<file path="src/stkd_pkg.sv">
`timescale 1ns / 1ps

package stkd_pkg;

  // Decoder states.
  typedef enum logic [2:0] {
    ST_START = 3'd0,
    ST_ESC   = 3'd1,
    ST_SS3   = 3'd2,
    ST_CSI   = 3'd3,
    ST_CSI1  = 3'd4,
    ST_CSI2  = 3'd5
  } stkd_state_e;

  localparam int unsigned ByteW = 8;
  localparam int unsigned KeyW  = 7;

  // Special byte values.
  localparam logic [ByteW-1:0] BYTE_ESC = 8'h1b;
  localparam logic [ByteW-1:0] BYTE_SS3 = 8'h4f;
  localparam logic [ByteW-1:0] BYTE_CSI = 8'h5b;
  localparam logic [ByteW-1:0] BYTE_ONE = 8'h31;
  localparam logic [ByteW-1:0] BYTE_TWO = 8'h32;

  // Key codes.
  localparam logic [KeyW-1:0] K_NONE     = 7'd0;
  localparam logic [KeyW-1:0] K_BACKTICK = 7'd1;
  localparam logic [KeyW-1:0] K_D1       = 7'd2;
  localparam logic [KeyW-1:0] K_D2       = 7'd3;
  localparam logic [KeyW-1:0] K_D3       = 7'd4;
  localparam logic [KeyW-1:0] K_D4       = 7'd5;
  localparam logic [KeyW-1:0] K_D5       = 7'd6;
  localparam logic [KeyW-1:0] K_D6       = 7'd7;
  localparam logic [KeyW-1:0] K_D7       = 7'd8;
  localparam logic [KeyW-1:0] K_D8       = 7'd9;
  localparam logic [KeyW-1:0] K_D9       = 7'd10;
  localparam logic [KeyW-1:0] K_D0       = 7'd11;
  localparam logic [KeyW-1:0] K_MINUS    = 7'd12;
  localparam logic [KeyW-1:0] K_EQUALS   = 7'd13;
  localparam logic [KeyW-1:0] K_BKSP     = 7'd14;
  localparam logic [KeyW-1:0] K_TAB      = 7'd15;
  localparam logic [KeyW-1:0] K_Q        = 7'd16;
  localparam logic [KeyW-1:0] K_W        = 7'd17;
  localparam logic [KeyW-1:0] K_E        = 7'd18;
  localparam logic [KeyW-1:0] K_R        = 7'd19;
  localparam logic [KeyW-1:0] K_T        = 7'd20;
  localparam logic [KeyW-1:0] K_Y        = 7'd21;
  localparam logic [KeyW-1:0] K_U        = 7'd22;
  localparam logic [KeyW-1:0] K_I        = 7'd23;
  localparam logic [KeyW-1:0] K_O        = 7'd24;
  localparam logic [KeyW-1:0] K_P        = 7'd25;
  localparam logic [KeyW-1:0] K_LBR      = 7'd26;
  localparam logic [KeyW-1:0] K_RBR      = 7'd27;
  localparam logic [KeyW-1:0] K_A        = 7'd28;
  localparam logic [KeyW-1:0] K_S        = 7'd29;
  localparam logic [KeyW-1:0] K_D        = 7'd30;
  localparam logic [KeyW-1:0] K_F        = 7'd31;
  localparam logic [KeyW-1:0] K_G        = 7'd32;
  localparam logic [KeyW-1:0] K_H        = 7'd33;
  localparam logic [KeyW-1:0] K_J        = 7'd34;
  localparam logic [KeyW-1:0] K_K        = 7'd35;
  localparam logic [KeyW-1:0] K_L        = 7'd36;
  localparam logic [KeyW-1:0] K_SEMI     = 7'd37;
  localparam logic [KeyW-1:0] K_QUOTE    = 7'd38;
  localparam logic [KeyW-1:0] K_BSLASH   = 7'd39;
  localparam logic [KeyW-1:0] K_Z        = 7'd40;
  localparam logic [KeyW-1:0] K_X        = 7'd41;
  localparam logic [KeyW-1:0] K_C        = 7'd42;
  localparam logic [KeyW-1:0] K_V        = 7'd43;
  localparam logic [KeyW-1:0] K_B        = 7'd44;
  localparam logic [KeyW-1:0] K_N        = 7'd45;
  localparam logic [KeyW-1:0] K_M        = 7'd46;
  localparam logic [KeyW-1:0] K_COMMA    = 7'd47;
  localparam logic [KeyW-1:0] K_PERIOD   = 7'd48;
  localparam logic [KeyW-1:0] K_SLASH    = 7'd49;
  localparam logic [KeyW-1:0] K_SPACE    = 7'd50;
  localparam logic [KeyW-1:0] K_ESCAPE   = 7'd51;
  localparam logic [KeyW-1:0] K_ENTER    = 7'd52;
  localparam logic [KeyW-1:0] K_LSHIFT   = 7'd53;
  localparam logic [KeyW-1:0] K_F1       = 7'd54;
  localparam logic [KeyW-1:0] K_F5       = 7'd58;
  localparam logic [KeyW-1:0] K_F6       = 7'd59;
  localparam logic [KeyW-1:0] K_F7       = 7'd60;
  localparam logic [KeyW-1:0] K_F8       = 7'd61;
  localparam logic [KeyW-1:0] K_F9       = 7'd62;
  localparam logic [KeyW-1:0] K_UP       = 7'd66;
  localparam logic [KeyW-1:0] K_DOWN     = 7'd67;
  localparam logic [KeyW-1:0] K_LEFT     = 7'd68;
  localparam logic [KeyW-1:0] K_RIGHT    = 7'd69;

  // Event sequence positions: shift press, key press, key release, shift release.
  localparam logic [1:0] STEP_SHIFT_DN = 2'd0;
  localparam logic [1:0] STEP_KEY_DN   = 2'd1;
  localparam logic [1:0] STEP_KEY_UP   = 2'd2;
  localparam logic [1:0] STEP_SHIFT_UP = 2'd3;

  // Decoded request handed from the lookup stage to the event sequencer.
  typedef struct packed {
    logic            valid;
    logic [KeyW-1:0] key;
    logic            shift;
    logic            single;
  } stkd_desc_t;

  // Printable character table: bit 7 is the shift flag, low bits the key.
  function automatic logic [7:0] ascii_lookup(input logic [6:0] ch);
    logic [7:0] r;
    r = {1'b0, K_NONE};
    case (ch)
      7'h60: r = {1'b0, K_BACKTICK};
      7'h31: r = {1'b0, K_D1};
      7'h32: r = {1'b0, K_D2};
      7'h33: r = {1'b0, K_D3};
      7'h34: r = {1'b0, K_D4};
      7'h35: r = {1'b0, K_D5};
      7'h36: r = {1'b0, K_D6};
      7'h37: r = {1'b0, K_D7};
      7'h38: r = {1'b0, K_D8};
      7'h39: r = {1'b0, K_D9};
      7'h30: r = {1'b0, K_D0};
      7'h2d: r = {1'b0, K_MINUS};
      7'h3d: r = {1'b0, K_EQUALS};
      7'h08: r = {1'b0, K_BKSP};
      7'h09: r = {1'b0, K_TAB};
      7'h71: r = {1'b0, K_Q};
      7'h77: r = {1'b0, K_W};
      7'h65: r = {1'b0, K_E};
      7'h72: r = {1'b0, K_R};
      7'h74: r = {1'b0, K_T};
      7'h79: r = {1'b0, K_Y};
      7'h75: r = {1'b0, K_U};
      7'h69: r = {1'b0, K_I};
      7'h6f: r = {1'b0, K_O};
      7'h70: r = {1'b0, K_P};
      7'h5b: r = {1'b0, K_LBR};
      7'h5d: r = {1'b0, K_RBR};
      7'h61: r = {1'b0, K_A};
      7'h73: r = {1'b0, K_S};
      7'h64: r = {1'b0, K_D};
      7'h66: r = {1'b0, K_F};
      7'h67: r = {1'b0, K_G};
      7'h68: r = {1'b0, K_H};
      7'h6a: r = {1'b0, K_J};
      7'h6b: r = {1'b0, K_K};
      7'h6c: r = {1'b0, K_L};
      7'h3b: r = {1'b0, K_SEMI};
      7'h27: r = {1'b0, K_QUOTE};
      7'h5c: r = {1'b0, K_BSLASH};
      7'h7a: r = {1'b0, K_Z};
      7'h78: r = {1'b0, K_X};
      7'h63: r = {1'b0, K_C};
      7'h76: r = {1'b0, K_V};
      7'h62: r = {1'b0, K_B};
      7'h6e: r = {1'b0, K_N};
      7'h6d: r = {1'b0, K_M};
      7'h2c: r = {1'b0, K_COMMA};
      7'h2e: r = {1'b0, K_PERIOD};
      7'h2f: r = {1'b0, K_SLASH};
      7'h20: r = {1'b0, K_SPACE};
      7'h0a: r = {1'b0, K_ENTER};
      7'h0d: r = {1'b0, K_ENTER};
      7'h7e: r = {1'b1, K_BACKTICK};
      7'h21: r = {1'b1, K_D1};
      7'h40: r = {1'b1, K_D2};
      7'h23: r = {1'b1, K_D3};
      7'h24: r = {1'b1, K_D4};
      7'h25: r = {1'b1, K_D5};
      7'h5e: r = {1'b1, K_D6};
      7'h26: r = {1'b1, K_D7};
      7'h2a: r = {1'b1, K_D8};
      7'h28: r = {1'b1, K_D9};
      7'h29: r = {1'b1, K_D0};
      7'h5f: r = {1'b1, K_MINUS};
      7'h2b: r = {1'b1, K_EQUALS};
      7'h51: r = {1'b1, K_Q};
      7'h57: r = {1'b1, K_W};
      7'h45: r = {1'b1, K_E};
      7'h52: r = {1'b1, K_R};
      7'h54: r = {1'b1, K_T};
      7'h59: r = {1'b1, K_Y};
      7'h55: r = {1'b1, K_U};
      7'h49: r = {1'b1, K_I};
      7'h4f: r = {1'b1, K_O};
      7'h50: r = {1'b1, K_P};
      7'h7b: r = {1'b1, K_LBR};
      7'h7d: r = {1'b1, K_RBR};
      7'h41: r = {1'b1, K_A};
      7'h53: r = {1'b1, K_S};
      7'h44: r = {1'b1, K_D};
      7'h46: r = {1'b1, K_F};
      7'h47: r = {1'b1, K_G};
      7'h48: r = {1'b1, K_H};
      7'h4a: r = {1'b1, K_J};
      7'h4b: r = {1'b1, K_K};
      7'h4c: r = {1'b1, K_L};
      7'h3a: r = {1'b1, K_SEMI};
      7'h22: r = {1'b1, K_QUOTE};
      7'h7c: r = {1'b1, K_BSLASH};
      7'h5a: r = {1'b1, K_Z};
      7'h58: r = {1'b1, K_X};
      7'h43: r = {1'b1, K_C};
      7'h56: r = {1'b1, K_V};
      7'h42: r = {1'b1, K_B};
      7'h4e: r = {1'b1, K_N};
      7'h4d: r = {1'b1, K_M};
      7'h3c: r = {1'b1, K_COMMA};
      7'h3e: r = {1'b1, K_PERIOD};
      7'h3f: r = {1'b1, K_SLASH};
      default: r = {1'b0, K_NONE};
    endcase
    return r;
  endfunction

endpackage

</file>
<file path="src/stkd_if.sv">
`timescale 1ns / 1ps

// Byte channel from the serial receiver.
interface stkd_in_if;
  logic                        valid;
  logic                        ready;
  logic [stkd_pkg::ByteW-1:0]  rx_byte;

  modport source (output valid, output rx_byte, input ready);
  modport sink   (input valid, input rx_byte, output ready);
endinterface

// Key event channel.
interface stkd_out_if;
  logic                        valid;
  logic                        ready;
  logic                        is_release;
  logic [stkd_pkg::KeyW-1:0]   key_code;
  logic                        last_event;

  modport source (output valid, output is_release, output key_code, output last_event,
                  input ready);
  modport sink   (input valid, input is_release, input key_code, input last_event,
                  output ready);
endinterface

</file>
<file path="src/stkd_lookup.sv">
`timescale 1ns / 1ps

// Escape sequence state machine and character table stage. A byte is taken
// when the stage register is free or drains this cycle; the table is read
// synchronously so its data lines up with the registered request.
module stkd_lookup (
  input  logic                        clk_i,
  input  logic                        rst_ni,
  input  logic                        in_valid_i,
  input  logic [stkd_pkg::ByteW-1:0]  in_byte_i,
  output logic                        in_ready_o,
  output stkd_pkg::stkd_desc_t        desc_o,
  input  logic                        desc_take_i
);

  stkd_pkg::stkd_state_e state_q, state_d;

  logic                       valid_q;
  logic                       use_rom_q, use_rom_d;
  logic [stkd_pkg::KeyW-1:0]  key_q, key_d;
  logic                       single_q, single_d;
  logic [7:0]                 rom_q;
  logic                       accept;
  logic                       drain;

  // Stage register drains when the sequencer takes it or it holds nothing to emit.
  assign drain      = valid_q && (desc_take_i || (desc_o.key == stkd_pkg::K_NONE));
  assign in_ready_o = !valid_q || drain;
  assign accept     = in_valid_i && in_ready_o;

  // Next decoder state.
  always_comb begin
    state_d = state_q;
    unique case (state_q)
      stkd_pkg::ST_ESC: begin
        if (!in_byte_i[7]) begin
          if (in_byte_i == stkd_pkg::BYTE_SS3) state_d = stkd_pkg::ST_SS3;
          else if (in_byte_i == stkd_pkg::BYTE_CSI) state_d = stkd_pkg::ST_CSI;
          else state_d = stkd_pkg::ST_START;
        end
      end
      stkd_pkg::ST_CSI: begin
        if (in_byte_i == stkd_pkg::BYTE_ONE) state_d = stkd_pkg::ST_CSI1;
        else if (in_byte_i == stkd_pkg::BYTE_TWO) state_d = stkd_pkg::ST_CSI2;
        else state_d = stkd_pkg::ST_START;
      end
      stkd_pkg::ST_SS3, stkd_pkg::ST_CSI1, stkd_pkg::ST_CSI2: begin
        state_d = stkd_pkg::ST_START;
      end
      default: begin
        if (in_byte_i == stkd_pkg::BYTE_ESC) state_d = stkd_pkg::ST_ESC;
        else state_d = stkd_pkg::ST_START;
      end
    endcase
  end

  // Request decode for the byte in the current state.
  always_comb begin
    use_rom_d = 1'b0;
    key_d     = stkd_pkg::K_NONE;
    single_d  = 1'b0;
    unique case (state_q)
      stkd_pkg::ST_ESC: begin
        if (in_byte_i == stkd_pkg::BYTE_ESC) begin
          key_d    = stkd_pkg::K_ESCAPE;
          single_d = 1'b1;
        end
      end
      stkd_pkg::ST_SS3: begin
        if (in_byte_i[7:2] == 6'b010100) begin
          key_d = stkd_pkg::K_F1 + {5'd0, in_byte_i[1:0]};
        end
      end
      stkd_pkg::ST_CSI: begin
        unique case (in_byte_i)
          8'h41:   key_d = stkd_pkg::K_UP;
          8'h42:   key_d = stkd_pkg::K_DOWN;
          8'h43:   key_d = stkd_pkg::K_RIGHT;
          8'h44:   key_d = stkd_pkg::K_LEFT;
          default: key_d = stkd_pkg::K_NONE;
        endcase
      end
      stkd_pkg::ST_CSI1: begin
        unique case (in_byte_i)
          8'h35:   key_d = stkd_pkg::K_F5;
          8'h37:   key_d = stkd_pkg::K_F6;
          8'h38:   key_d = stkd_pkg::K_F7;
          8'h39:   key_d = stkd_pkg::K_F8;
          default: key_d = stkd_pkg::K_NONE;
        endcase
      end
      stkd_pkg::ST_CSI2: begin
        if (in_byte_i[7:2] == 6'b001100) begin
          key_d = stkd_pkg::K_F9 + {5'd0, in_byte_i[1:0]};
        end
      end
      default: begin
        use_rom_d = !in_byte_i[7] && (in_byte_i != stkd_pkg::BYTE_ESC);
      end
    endcase
  end

  // Control registers.
  always_ff @(posedge clk_i or negedge rst_ni) begin
    if (!rst_ni) begin
      state_q <= stkd_pkg::ST_START;
      valid_q <= 1'b0;
    end else begin
      if (accept) begin
        state_q <= state_d;
      end
      if (accept) begin
        valid_q <= 1'b1;
      end else if (drain) begin
        valid_q <= 1'b0;
      end
    end
  end

  // Request payload and synchronous character table read.
  always_ff @(posedge clk_i) begin
    if (accept) begin
      use_rom_q <= use_rom_d;
      key_q     <= key_d;
      single_q  <= single_d;
      rom_q     <= stkd_pkg::ascii_lookup(in_byte_i[6:0]);
    end
  end

  // Resolved request for the sequencer.
  always_comb begin
    desc_o.valid  = valid_q;
    desc_o.key    = use_rom_q ? rom_q[6:0] : key_q;
    desc_o.shift  = use_rom_q && rom_q[7];
    desc_o.single = single_q;
  end

endmodule

</file>
<file path="src/stkd_emit.sv">
`timescale 1ns / 1ps

// Event sequencer: walks one request through its press and release events,
// one event per cycle while the receiver is ready, from registered state.
module stkd_emit (
  input  logic                        clk_i,
  input  logic                        rst_ni,
  input  stkd_pkg::stkd_desc_t        desc_i,
  output logic                        desc_take_o,
  output logic                        ev_valid_o,
  input  logic                        ev_ready_i,
  output logic                        ev_is_release_o,
  output logic [stkd_pkg::KeyW-1:0]   ev_key_code_o,
  output logic                        ev_last_event_o
);

  logic                       busy_q;
  logic [stkd_pkg::KeyW-1:0]  key_q;
  logic [1:0]                 step_q, step_d;
  logic [1:0]                 end_q, end_d;
  logic                       at_end;
  logic                       free;
  logic                       load;

  assign at_end      = (step_q == end_q);
  assign free        = !busy_q || (ev_ready_i && at_end);
  assign load        = desc_i.valid && (desc_i.key != stkd_pkg::K_NONE) && free;
  assign desc_take_o = load;

  // First and last step of the request's event sequence.
  always_comb begin
    if (desc_i.shift) begin
      step_d = stkd_pkg::STEP_SHIFT_DN;
      end_d  = stkd_pkg::STEP_SHIFT_UP;
    end else if (desc_i.single) begin
      step_d = stkd_pkg::STEP_KEY_DN;
      end_d  = stkd_pkg::STEP_KEY_DN;
    end else begin
      step_d = stkd_pkg::STEP_KEY_DN;
      end_d  = stkd_pkg::STEP_KEY_UP;
    end
  end

  // Sequencer control.
  always_ff @(posedge clk_i or negedge rst_ni) begin
    if (!rst_ni) begin
      busy_q <= 1'b0;
    end else if (load) begin
      busy_q <= 1'b1;
    end else if (ev_ready_i && at_end) begin
      busy_q <= 1'b0;
    end
  end

  // Sequence position and key.
  always_ff @(posedge clk_i) begin
    if (load) begin
      key_q  <= desc_i.key;
      step_q <= step_d;
      end_q  <= end_d;
    end else if (busy_q && ev_ready_i && !at_end) begin
      step_q <= step_q + 2'd1;
    end
  end

  // Event fields.
  assign ev_valid_o      = busy_q;
  assign ev_is_release_o = step_q[1];
  assign ev_last_event_o = at_end;
  assign ev_key_code_o   = ((step_q == stkd_pkg::STEP_SHIFT_DN) ||
                            (step_q == stkd_pkg::STEP_SHIFT_UP)) ? stkd_pkg::K_LSHIFT : key_q;

endmodule

</file>
<file path="src/serial_terminal_key_decoder.sv">
`timescale 1ns / 1ps

// The first event of a byte is offered once the byte has passed the lookup stage
// register and been loaded into the event sequencer; a busy sequencer can hold it.
// Each byte yields 1, 2 or 4 events, and the lookup stage can take the next byte
// while the sequencer still emits them; bytes with no events drain from the stage.
// The byte table is a synchronous lookup read in the acceptance cycle.
// Reset (asynchronous, active low) returns the decoder to the start state.
module serial_terminal_key_decoder (
  input  logic              clk_i,
  input  logic              rst_ni,
  stkd_in_if.sink           rx_i,
  stkd_out_if.source        ev_o
);

  stkd_pkg::stkd_desc_t desc;
  logic                 desc_take;

  stkd_lookup u_lookup (
    .clk_i       (clk_i),
    .rst_ni      (rst_ni),
    .in_valid_i  (rx_i.valid),
    .in_byte_i   (rx_i.rx_byte),
    .in_ready_o  (rx_i.ready),
    .desc_o      (desc),
    .desc_take_i (desc_take)
  );

  stkd_emit u_emit (
    .clk_i           (clk_i),
    .rst_ni          (rst_ni),
    .desc_i          (desc),
    .desc_take_o     (desc_take),
    .ev_valid_o      (ev_o.valid),
    .ev_ready_i      (ev_o.ready),
    .ev_is_release_o (ev_o.is_release),
    .ev_key_code_o   (ev_o.key_code),
    .ev_last_event_o (ev_o.last_event)
  );

endmodule

</file>
<file path="src/flat_wrapper.sv">
// flat-port wrapper written by rule: the top's interface ports become plain ports
module serial_terminal_key_decoder_flat 
  (clk_i, rst_ni, rx_i_valid, rx_i_rx_byte, rx_i_ready, ev_o_valid, ev_o_is_release, ev_o_key_code, ev_o_last_event, ev_o_ready);
  stkd_in_if rx_i_i ();
  stkd_out_if ev_o_i ();
  input  logic clk_i;
  input  logic rst_ni;
  input wire logic [$bits(rx_i_i.valid)-1:0] rx_i_valid;
  input wire logic [$bits(rx_i_i.rx_byte)-1:0] rx_i_rx_byte;
  output wire logic [$bits(rx_i_i.ready)-1:0] rx_i_ready;
  output wire logic [$bits(ev_o_i.valid)-1:0] ev_o_valid;
  output wire logic [$bits(ev_o_i.is_release)-1:0] ev_o_is_release;
  output wire logic [$bits(ev_o_i.key_code)-1:0] ev_o_key_code;
  output wire logic [$bits(ev_o_i.last_event)-1:0] ev_o_last_event;
  input wire logic [$bits(ev_o_i.ready)-1:0] ev_o_ready;
  assign rx_i_i.valid = rx_i_valid;
  assign rx_i_i.rx_byte = rx_i_rx_byte;
  assign rx_i_ready = rx_i_i.ready;
  assign ev_o_valid = ev_o_i.valid;
  assign ev_o_is_release = ev_o_i.is_release;
  assign ev_o_key_code = ev_o_i.key_code;
  assign ev_o_last_event = ev_o_i.last_event;
  assign ev_o_i.ready = ev_o_ready;
  serial_terminal_key_decoder u_core (.clk_i(clk_i), .rst_ni(rst_ni), .rx_i(rx_i_i), .ev_o(ev_o_i));
endmodule
</file>
<file path="config.mk">
export PLATFORM = sky130hd
export DESIGN_NAME = serial_terminal_key_decoder_flat
export DESIGN_NICKNAME = d
export VERILOG_FILES = /design/src/stkd_pkg.sv /design/src/stkd_if.sv /design/src/stkd_lookup.sv /design/src/stkd_emit.sv /design/src/serial_terminal_key_decoder.sv /design/src/flat_wrapper.sv
export SDC_FILE = /design/constraint.sdc
export NUM_CORES = 1
export LEC_CHECK = 0
export BUFFER_PORTS_ARGS = -buffer_cell sky130_fd_sc_hd__buf_4
export CORE_MARGIN = 5
export CORE_UTILIZATION = 50
export CTS_CLUSTER_SIZE = 25
export DETAILED_ROUTE_END_ITERATION = 6
export HOLD_SLACK_MARGIN = 0.03
export PLACE_DENSITY_LB_ADDON = 0.2
export SYNTH_ARGS = -nofsm -noshare
export SYNTH_HDL_FRONTEND = slang
export SYNTH_SLANG_ARGS = --single-unit
</file>
<file path="constraint.sdc">
create_clock -name clk_i -period 2.4 [get_ports clk_i]
set_input_delay 0.36 -clock clk_i [delete_from_list [all_inputs] [get_ports clk_i]]
set_output_delay 0.36 -clock clk_i [all_outputs]
set_load 0.03 [all_outputs]
</file>
==> results of run 1 <==
## flip-flops by register name, indices dropped and copies added (netlist names)
register	count
u_core.u_lookup.state_q	3
u_core.u_lookup.use_rom_q	1
u_core.u_emit.ev_valid_o	1
u_core.u_emit.end_q	2
u_core.u_lookup.valid_q	1
u_core.u_emit.key_q	7
u_core.u_lookup.single_q	1
u_core.u_lookup.rom_q	7
u_core.u_lookup.key_q	6
u_core.u_emit.step_q	2
## tightest hold or removal path: cells and delay by family
family,cells,cell delay (ns)
buffers and inverters,2,0.17
AND/OR/NAND/NOR,1,0.06
## Yosys cell counts, drive strengths merged (3+ instances only)
library cell,n,area share (%)
o21bai,3,0.84
nand2,31,4.3
a31oi,4,0.93
a211oi,4,1.1
a32o,3,1.1
ha,12,5.6
o21ai,25,5.1
nand3,5,0.93
or3,3,0.70
edfxtp,26,29
nand2b,15,3.5
nor2,15,2.1
a311oi,3,0.98
o211ai,8,2.4
o311ai,6,2.0
inv,13,1.8
a211o,3,0.98
xor2,4,1.3
mux2,6,2.7
clkbuf,20,2.8
dfrtp,5,4.7
and2,6,1.5
mux2i,9,3.4
a21oi,16,3.0
o21a,4,1.1
buf,6,1.1
nor3,5,0.93
nand4,3,0.70
nor2b,8,1.9
## cells by family after synthesis
logic type	after synthesis	share of synthesized area, %
and+or+nand+nor	103	20.4
AOI/OAI and AO/OA	100	26.8
buffers and inverters	39	5.74
DFF	31	33.8
muxes	15	6.02
adders and majority gates	12	5.60
xor gates and xnor gates	5	1.63
## metrics by stage
step | setup slack, ns | utilization, %
finish | 0.0905 | 58.3
global route | 0.0170 | 58.3
CTS | 0.0848 | 58.3
detailed placement | 0.219 | 56.2
global placement | 0.243 | 56.2
floorplan | 0.233 | -
## final cells by class
class | count | area (sq um) | area share (%)
clock buffers | 8 | 100 | 3.32
inverters | 13 | 48.8 | 1.62
multi-input cells | 235 | 1630 | 53.9
flip-flops and latches | 31 | 906 | 30.0
well taps | 70 | 87.6 | 2.90
repair buffers | 33 | 250 | 8.29
## worst paths after layout
check	startpoint	end	slack [ns]	cells past startpoint
min in group asynchronous	rst_ni	u_core.u_lookup.state_q[0]	0.43	2
setup reg to reg	u_core.u_lookup.use_rom_q	u_core.u_lookup.key_q[3]	0.31	5
max in group asynchronous	rst_ni	u_core.u_emit.ev_valid_o	1.86	2
setup / recovery	u_core.u_lookup.use_rom_q	rx_i_ready	0.09	5
hold / removal	rx_i_valid	u_core.u_lookup.valid_q	0.34	3
hold reg to reg	u_core.u_lookup.single_q	u_core.u_emit.end_q[0]	0.54	1
## cell usage in the layout (no fill, tap or decap), types with 3 or more instances in the layout
master     n
nand2b_1  15
nor2b_1    8
a21oi_1   16
o21a_1     4
xor2_1     4
a31oi_1    4
mux2_1     4
inv_1      8
buf_4     32
a311oi_1   3
edfxtp_1  26
a32o_1     3
clkbuf_8   7
inv_2      5
nand4_1    3
nand3_1    5
o311ai_1   5
o21ai_0   10
mux2i_1    9
o21ai_1   14
and2_1     5
dfrtp_1    5
or3_1      3
a211oi_1   4
nor3_1     5
a211o_1    3
ha_1      12
o211ai_1   7
nor2_1    15
nand2_1   31
o21bai_1   3
## routing by layer
metal | GRT usage (%) | up-vias | share of wire [%]
met1 | 26.0 | 1089 | 42
li1 | - | 1170 | -
met2 | 31.2 | 121 | 47
met5 | 0 | - | 0
met4 | 7.58 | 0 | 3.0
met3 | 3.66 | 20 | 7.5
## power groups by stage
stage	clock [mW]	combinational [mW]	sequential [mW]
3_5_place_dp	0	0.975	0.807
4_1_cts	0.452	0.981	0.795
2_1_floorplan	0	0.659	0.804
5_1_grt	0.480	1.06	0.805
3_3_place_gp	0	0.970	0.803
6_report	0.443	0.973	0.793
==> impl_metrics.env, run 1 <==
export IMPL_outcome="finished with violations"
export IMPL_violations="DRC"
export IMPL_cp_slowest_cell="edfxtp_1"
export IMPL_insertion_delay_ns=0.28
export IMPL_setup_viol=0
export IMPL_drt_first_pass_iters=7
export IMPL_synth_seq_area_share_pct=33.8
export IMPL_fill_cells=443
export IMPL_relSlewSlack_pct=63.7
export IMPL_cp_arrival_ns=1.95
export IMPL_ctsResizeCount=0
export IMPL_cts_root_buffer="clkbuf_8"
export IMPL_postCtsHoldBufs=1
export IMPL_cts_htree_levels=2
export IMPL_synth_main_ff_cell="edfxtp_1"
export IMPL_fp_row_count=26
export IMPL_drv_cap=0
export IMPL_netlist_area_sq_um=2680
export IMPL_fmax_mhz=433
export IMPL_cp_max_fo=9
export IMPL_switching_share_pct=38.4
export IMPL_syn_inst=305
export IMPL_final_nets=343
export IMPL_first_global_vias=2181
export IMPL_final_hold_viol_count=0
export IMPL_clock_sinks=31
export IMPL_cp_required_ns=2.04
export IMPL_start_util_pct=51.8
export IMPL_worst_setup_hold_path_clk_slew_ns=0.06
export IMPL_p_leak_nw=1.19
export IMPL_critPathKind="reg2out"
export IMPL_pwr_share_clk_pct=20.0
export IMPL_antenna_found_initial=0
export IMPL_drive_above_1_share_pct=16.6
export IMPL_synth_nets=329
export IMPL_avgSynthCellArea_sq_um=8.79
export IMPL_synthDistinctLibCells=66
export IMPL_die_area_sq_um=6930
export IMPL_rsz0062_at_grt="no"
export IMPL_drv_slew=0
export IMPL_ys_ff_latch=31
export IMPL_grt_overflow_total=0
export IMPL_core_region_area_sq_um=5170
export IMPL_post_cts_setup_buffers=0
export IMPL_initialDrtViolationCount=186
export IMPL_p_comb_share_pct=44.0
export IMPL_cts_tree="yes"
export IMPL_vias_per_cell=6.15
export IMPL_path_delay_family="flip-flops"
export IMPL_yosysWarningCount=0
export IMPL_finalPower_mw=2.21
export IMPL_worst_pin_slew_ns=0.542
export IMPL_cp_start_kind="flop"
export IMPL_hold_path_class="in2reg"
export IMPL_cts_buffers=5
export IMPL_endpoint_kind="output port"
export IMPL_synth_edf_count=26
export IMPL_synthToLayoutAreaGrowth_pct=12.6
export IMPL_cp_buffers_inverters=2
export IMPL_fin_cells=390
export IMPL_async_flop_share_pct=16.1
export IMPL_design_area_sq_um=3020
export IMPL_grt_max_degree=29
export IMPL_dp_cells=381
export IMPL_clock_path_buffers=2
export IMPL_slowest_delay_ns=0.52
export IMPL_portBuffers=22
export IMPL_place_congestion=0.986
export IMPL_ant_nets=0
export IMPL_holdWs_ns=0.342
export IMPL_setup_tns_ns=0
export IMPL_dr_total_vias=2400
export IMPL_dpl_hpwl_microns=4850
export IMPL_power_density_nw_per_um2=732
export IMPL_seqPwrFrac_pct=35.9
export IMPL_post_dp_cell_area_sq_um=2910
export IMPL_routed_wl_microns=6650
export IMPL_post_route_period_util_pct=96.2
export IMPL_min_period_ns=2.31
export IMPL_io_pins=23
export IMPL_clock_skew_final_ns=0.00645
export IMPL_switching_power_mw=0.849
export IMPL_die_x_microns=83.2
export IMPL_vdd_drop_max_uv=528
export IMPL_antenna_cells=0
export IMPL_grt_pass1_wl_microns=11100
export IMPL_wire_per_inst_microns=17.1
export IMPL_grt_usage_pct=19.5
export IMPL_die_height_microns=83.2
export IMPL_p_int_mw=1.36
export IMPL_path_cells="or4b_1, o311ai_1, a21oi_1, inv_2, buf_4"
export IMPL_drc_errors=2
Note: power is estimated with default switching activity, not from simulation.
==> run 2, diff against run 1 <==
Settings changed: CTS_BUF_LIST from default to sky130_fd_sc_hd__clkbuf_8.
==> impl_metrics.env, run 2 (synthesized netlist as in run 1, its figures left out) <==
export IMPL_cts_tree="yes"
export IMPL_ant_nets=0
export IMPL_min_period_ns=2.31
export IMPL_die_height_microns=83.2
export IMPL_grt_pass1_wl_microns=11100
export IMPL_final_nets=343
export IMPL_final_common_cell="buf_4"
export IMPL_io_pins=23
export IMPL_final_cell_mix="buf_4, nand2_1, edfxtp_1, a21oi_1"
export IMPL_setup_tns_ns=0
export IMPL_first_global_vias=2181
export IMPL_cp_buffers_inverters=2
export IMPL_clock_path_buffers=2
export IMPL_drive_above_1_share_pct=16.6
export IMPL_vias_per_cell=6.16
export IMPL_drt_first_pass_iters=5
export IMPL_drc_errors=0
export IMPL_drv_slew=0
export IMPL_grt_overflow_total=0
export IMPL_clock_skew_final_ns=0.00349
export IMPL_cp_start_kind="flop"
export IMPL_post_route_period_util_pct=96.2
export IMPL_critPathKind="reg2out"
export IMPL_fp_row_count=26
export IMPL_wire_per_inst_microns=17.0
export IMPL_grt_max_degree=29
export IMPL_cp_slowest_cell="edfxtp_1"
export IMPL_antenna_found_initial=0
export IMPL_routed_wl_microns=6640
export IMPL_cp_arrival_ns=1.95
export IMPL_clock_sinks=31
export IMPL_grt_usage_pct=19.5
export IMPL_start_util_pct=51.8
export IMPL_initialDrtViolationCount=186
export IMPL_die_x_microns=83.2
export IMPL_setup_viol=0
export IMPL_final_hold_viol_count=0
export IMPL_finalPower_mw=2.20
export IMPL_dpl_hpwl_microns=4850
export IMPL_portBuffers=22
export IMPL_fmax_mhz=433
export IMPL_cts_htree_levels=2
export IMPL_hold_path_class="in2reg"
export IMPL_cp_required_ns=2.04
export IMPL_power_density_nw_per_um2=730
export IMPL_dr_total_vias=2404
export IMPL_vdd_drop_max_uv=524
export IMPL_place_congestion=0.986
export IMPL_path_cells="or4b_1, o311ai_1, a21oi_1, inv_2, buf_4"
export IMPL_endpoint_kind="output port"
export IMPL_p_leak_nw=1.20
export IMPL_cts_root_buffer="clkbuf_8"
export IMPL_path_delay_family="flip-flops"
export IMPL_antenna_cells=0
export IMPL_slowest_delay_ns=0.52
export IMPL_reg_top3="u_core.u_emit.key_q x7, u_core.u_lookup.rom_q x7, u_core.u_lookup.key_q x6"
export IMPL_cts_buffers=5
export IMPL_drv_cap=0
export IMPL_insertion_delay_ns=0.28
export IMPL_worst_setup_hold_path_clk_slew_ns=0.06
export IMPL_synthToLayoutAreaGrowth_pct=12.6
export IMPL_outcome="complete, no violations"
export IMPL_die_area_sq_um=6930
export IMPL_core_region_area_sq_um=5170
export IMPL_cp_max_fo=9
export IMPL_relSlewSlack_pct=64.7
export IMPL_worst_pin_slew_ns=0.522
export IMPL_rsz0062_at_grt="no"
export IMPL_ctsResizeCount=0
## run 2: changes by cell type in the layout (fill, tap and decap cells not counted), sizes merged
| cell | delta |
|---|---|
| clkbuf | -1 |
| inv | +1 |
## run 2: worst register-to-register path, stage by stage (launching register included)
cell	delay, ns
edfxtp_1	0.52
or4b_1	0.48
o311ai_1	0.16
and2_4	0.26
o21ai_4	0.08
inv_2	0.27
## run 2: where the power goes
group | total, mW | internal (mW) | switching (mW)
Combinational | 0.973 | 0.360 | 0.613
Clock | 0.435 | 0.257 | 0.178
Sequential | 0.794 | 0.738 | 0.0551
## run 2: path summary, 6_finish.rpt
| path | to | from | slack [ns] | cells after the start |
|---|---|---|---|---|
| setup / recovery | rx_i_ready | u_core.u_lookup.use_rom_q | 0.09 | 5 |
| hold / removal | u_core.u_lookup.valid_q | rx_i_valid | 0.34 | 3 |
| setup reg to reg | u_core.u_lookup.key_q[3] | u_core.u_lookup.use_rom_q | 0.30 | 5 |
| hold reg to reg | u_core.u_emit.end_q[0] | u_core.u_lookup.single_q | 0.54 | 1 |
| max in group asynchronous | u_core.u_emit.ev_valid_o | rst_ni | 1.86 | 2 |
| min in group asynchronous | u_core.u_lookup.state_q[0] | rst_ni | 0.43 | 2 |
## run 2: per-stage QoR
stage | area, sq um | hold WS [ns] | worst slack (ns) | utilization (%) | cells
3_3_place_gp | 2910 | 0.164 | 0.243 | 56.2 | 381
5_1_grt | 3020 | 0.344 | 0.0170 | 58.3 | 390
4_1_cts | 3020 | 0.330 | 0.0848 | 58.3 | 390
2_1_floorplan | 2690 | 0.0644 | 0.233 | - | 305
3_5_place_dp | 2910 | 0.166 | 0.219 | 56.2 | 381
6_report | 3020 | 0.342 | 0.0901 | 58.3 | 390
## run 2: routing by layer
| metal | routed length [microns] | global-route usage, % | vias to the layer above |
|---|---|---|---|
| li1 | - | - | 1170 |
| met1 | 2800 | 26.0 | 1098 |
| met2 | 3160 | 31.2 | 121 |
| met3 | 505 | 3.66 | 15 |
| met4 | 182 | 7.58 | 0 |
| met5 | 0 | 0 | - |
## run 2: what timing repair did
item | 4_1_cts | 5_1_grt
endpoints found under the hold margin | 5 | 0
setup buffers | 0 | 0
hold buffers | 1 | 0
endpoints found under the setup margin | 0 | 0
## run 2: final cells by class
cell class                 instances  area (sq um)
clock buffer                       7          96.3
clock inverter                     1          3.75
fill                             443          2150
inverter                          13          48.8
multi-input combinational        235          1630
sequential                        31           906
tap                               70          87.6
timing repair buffer              33           250
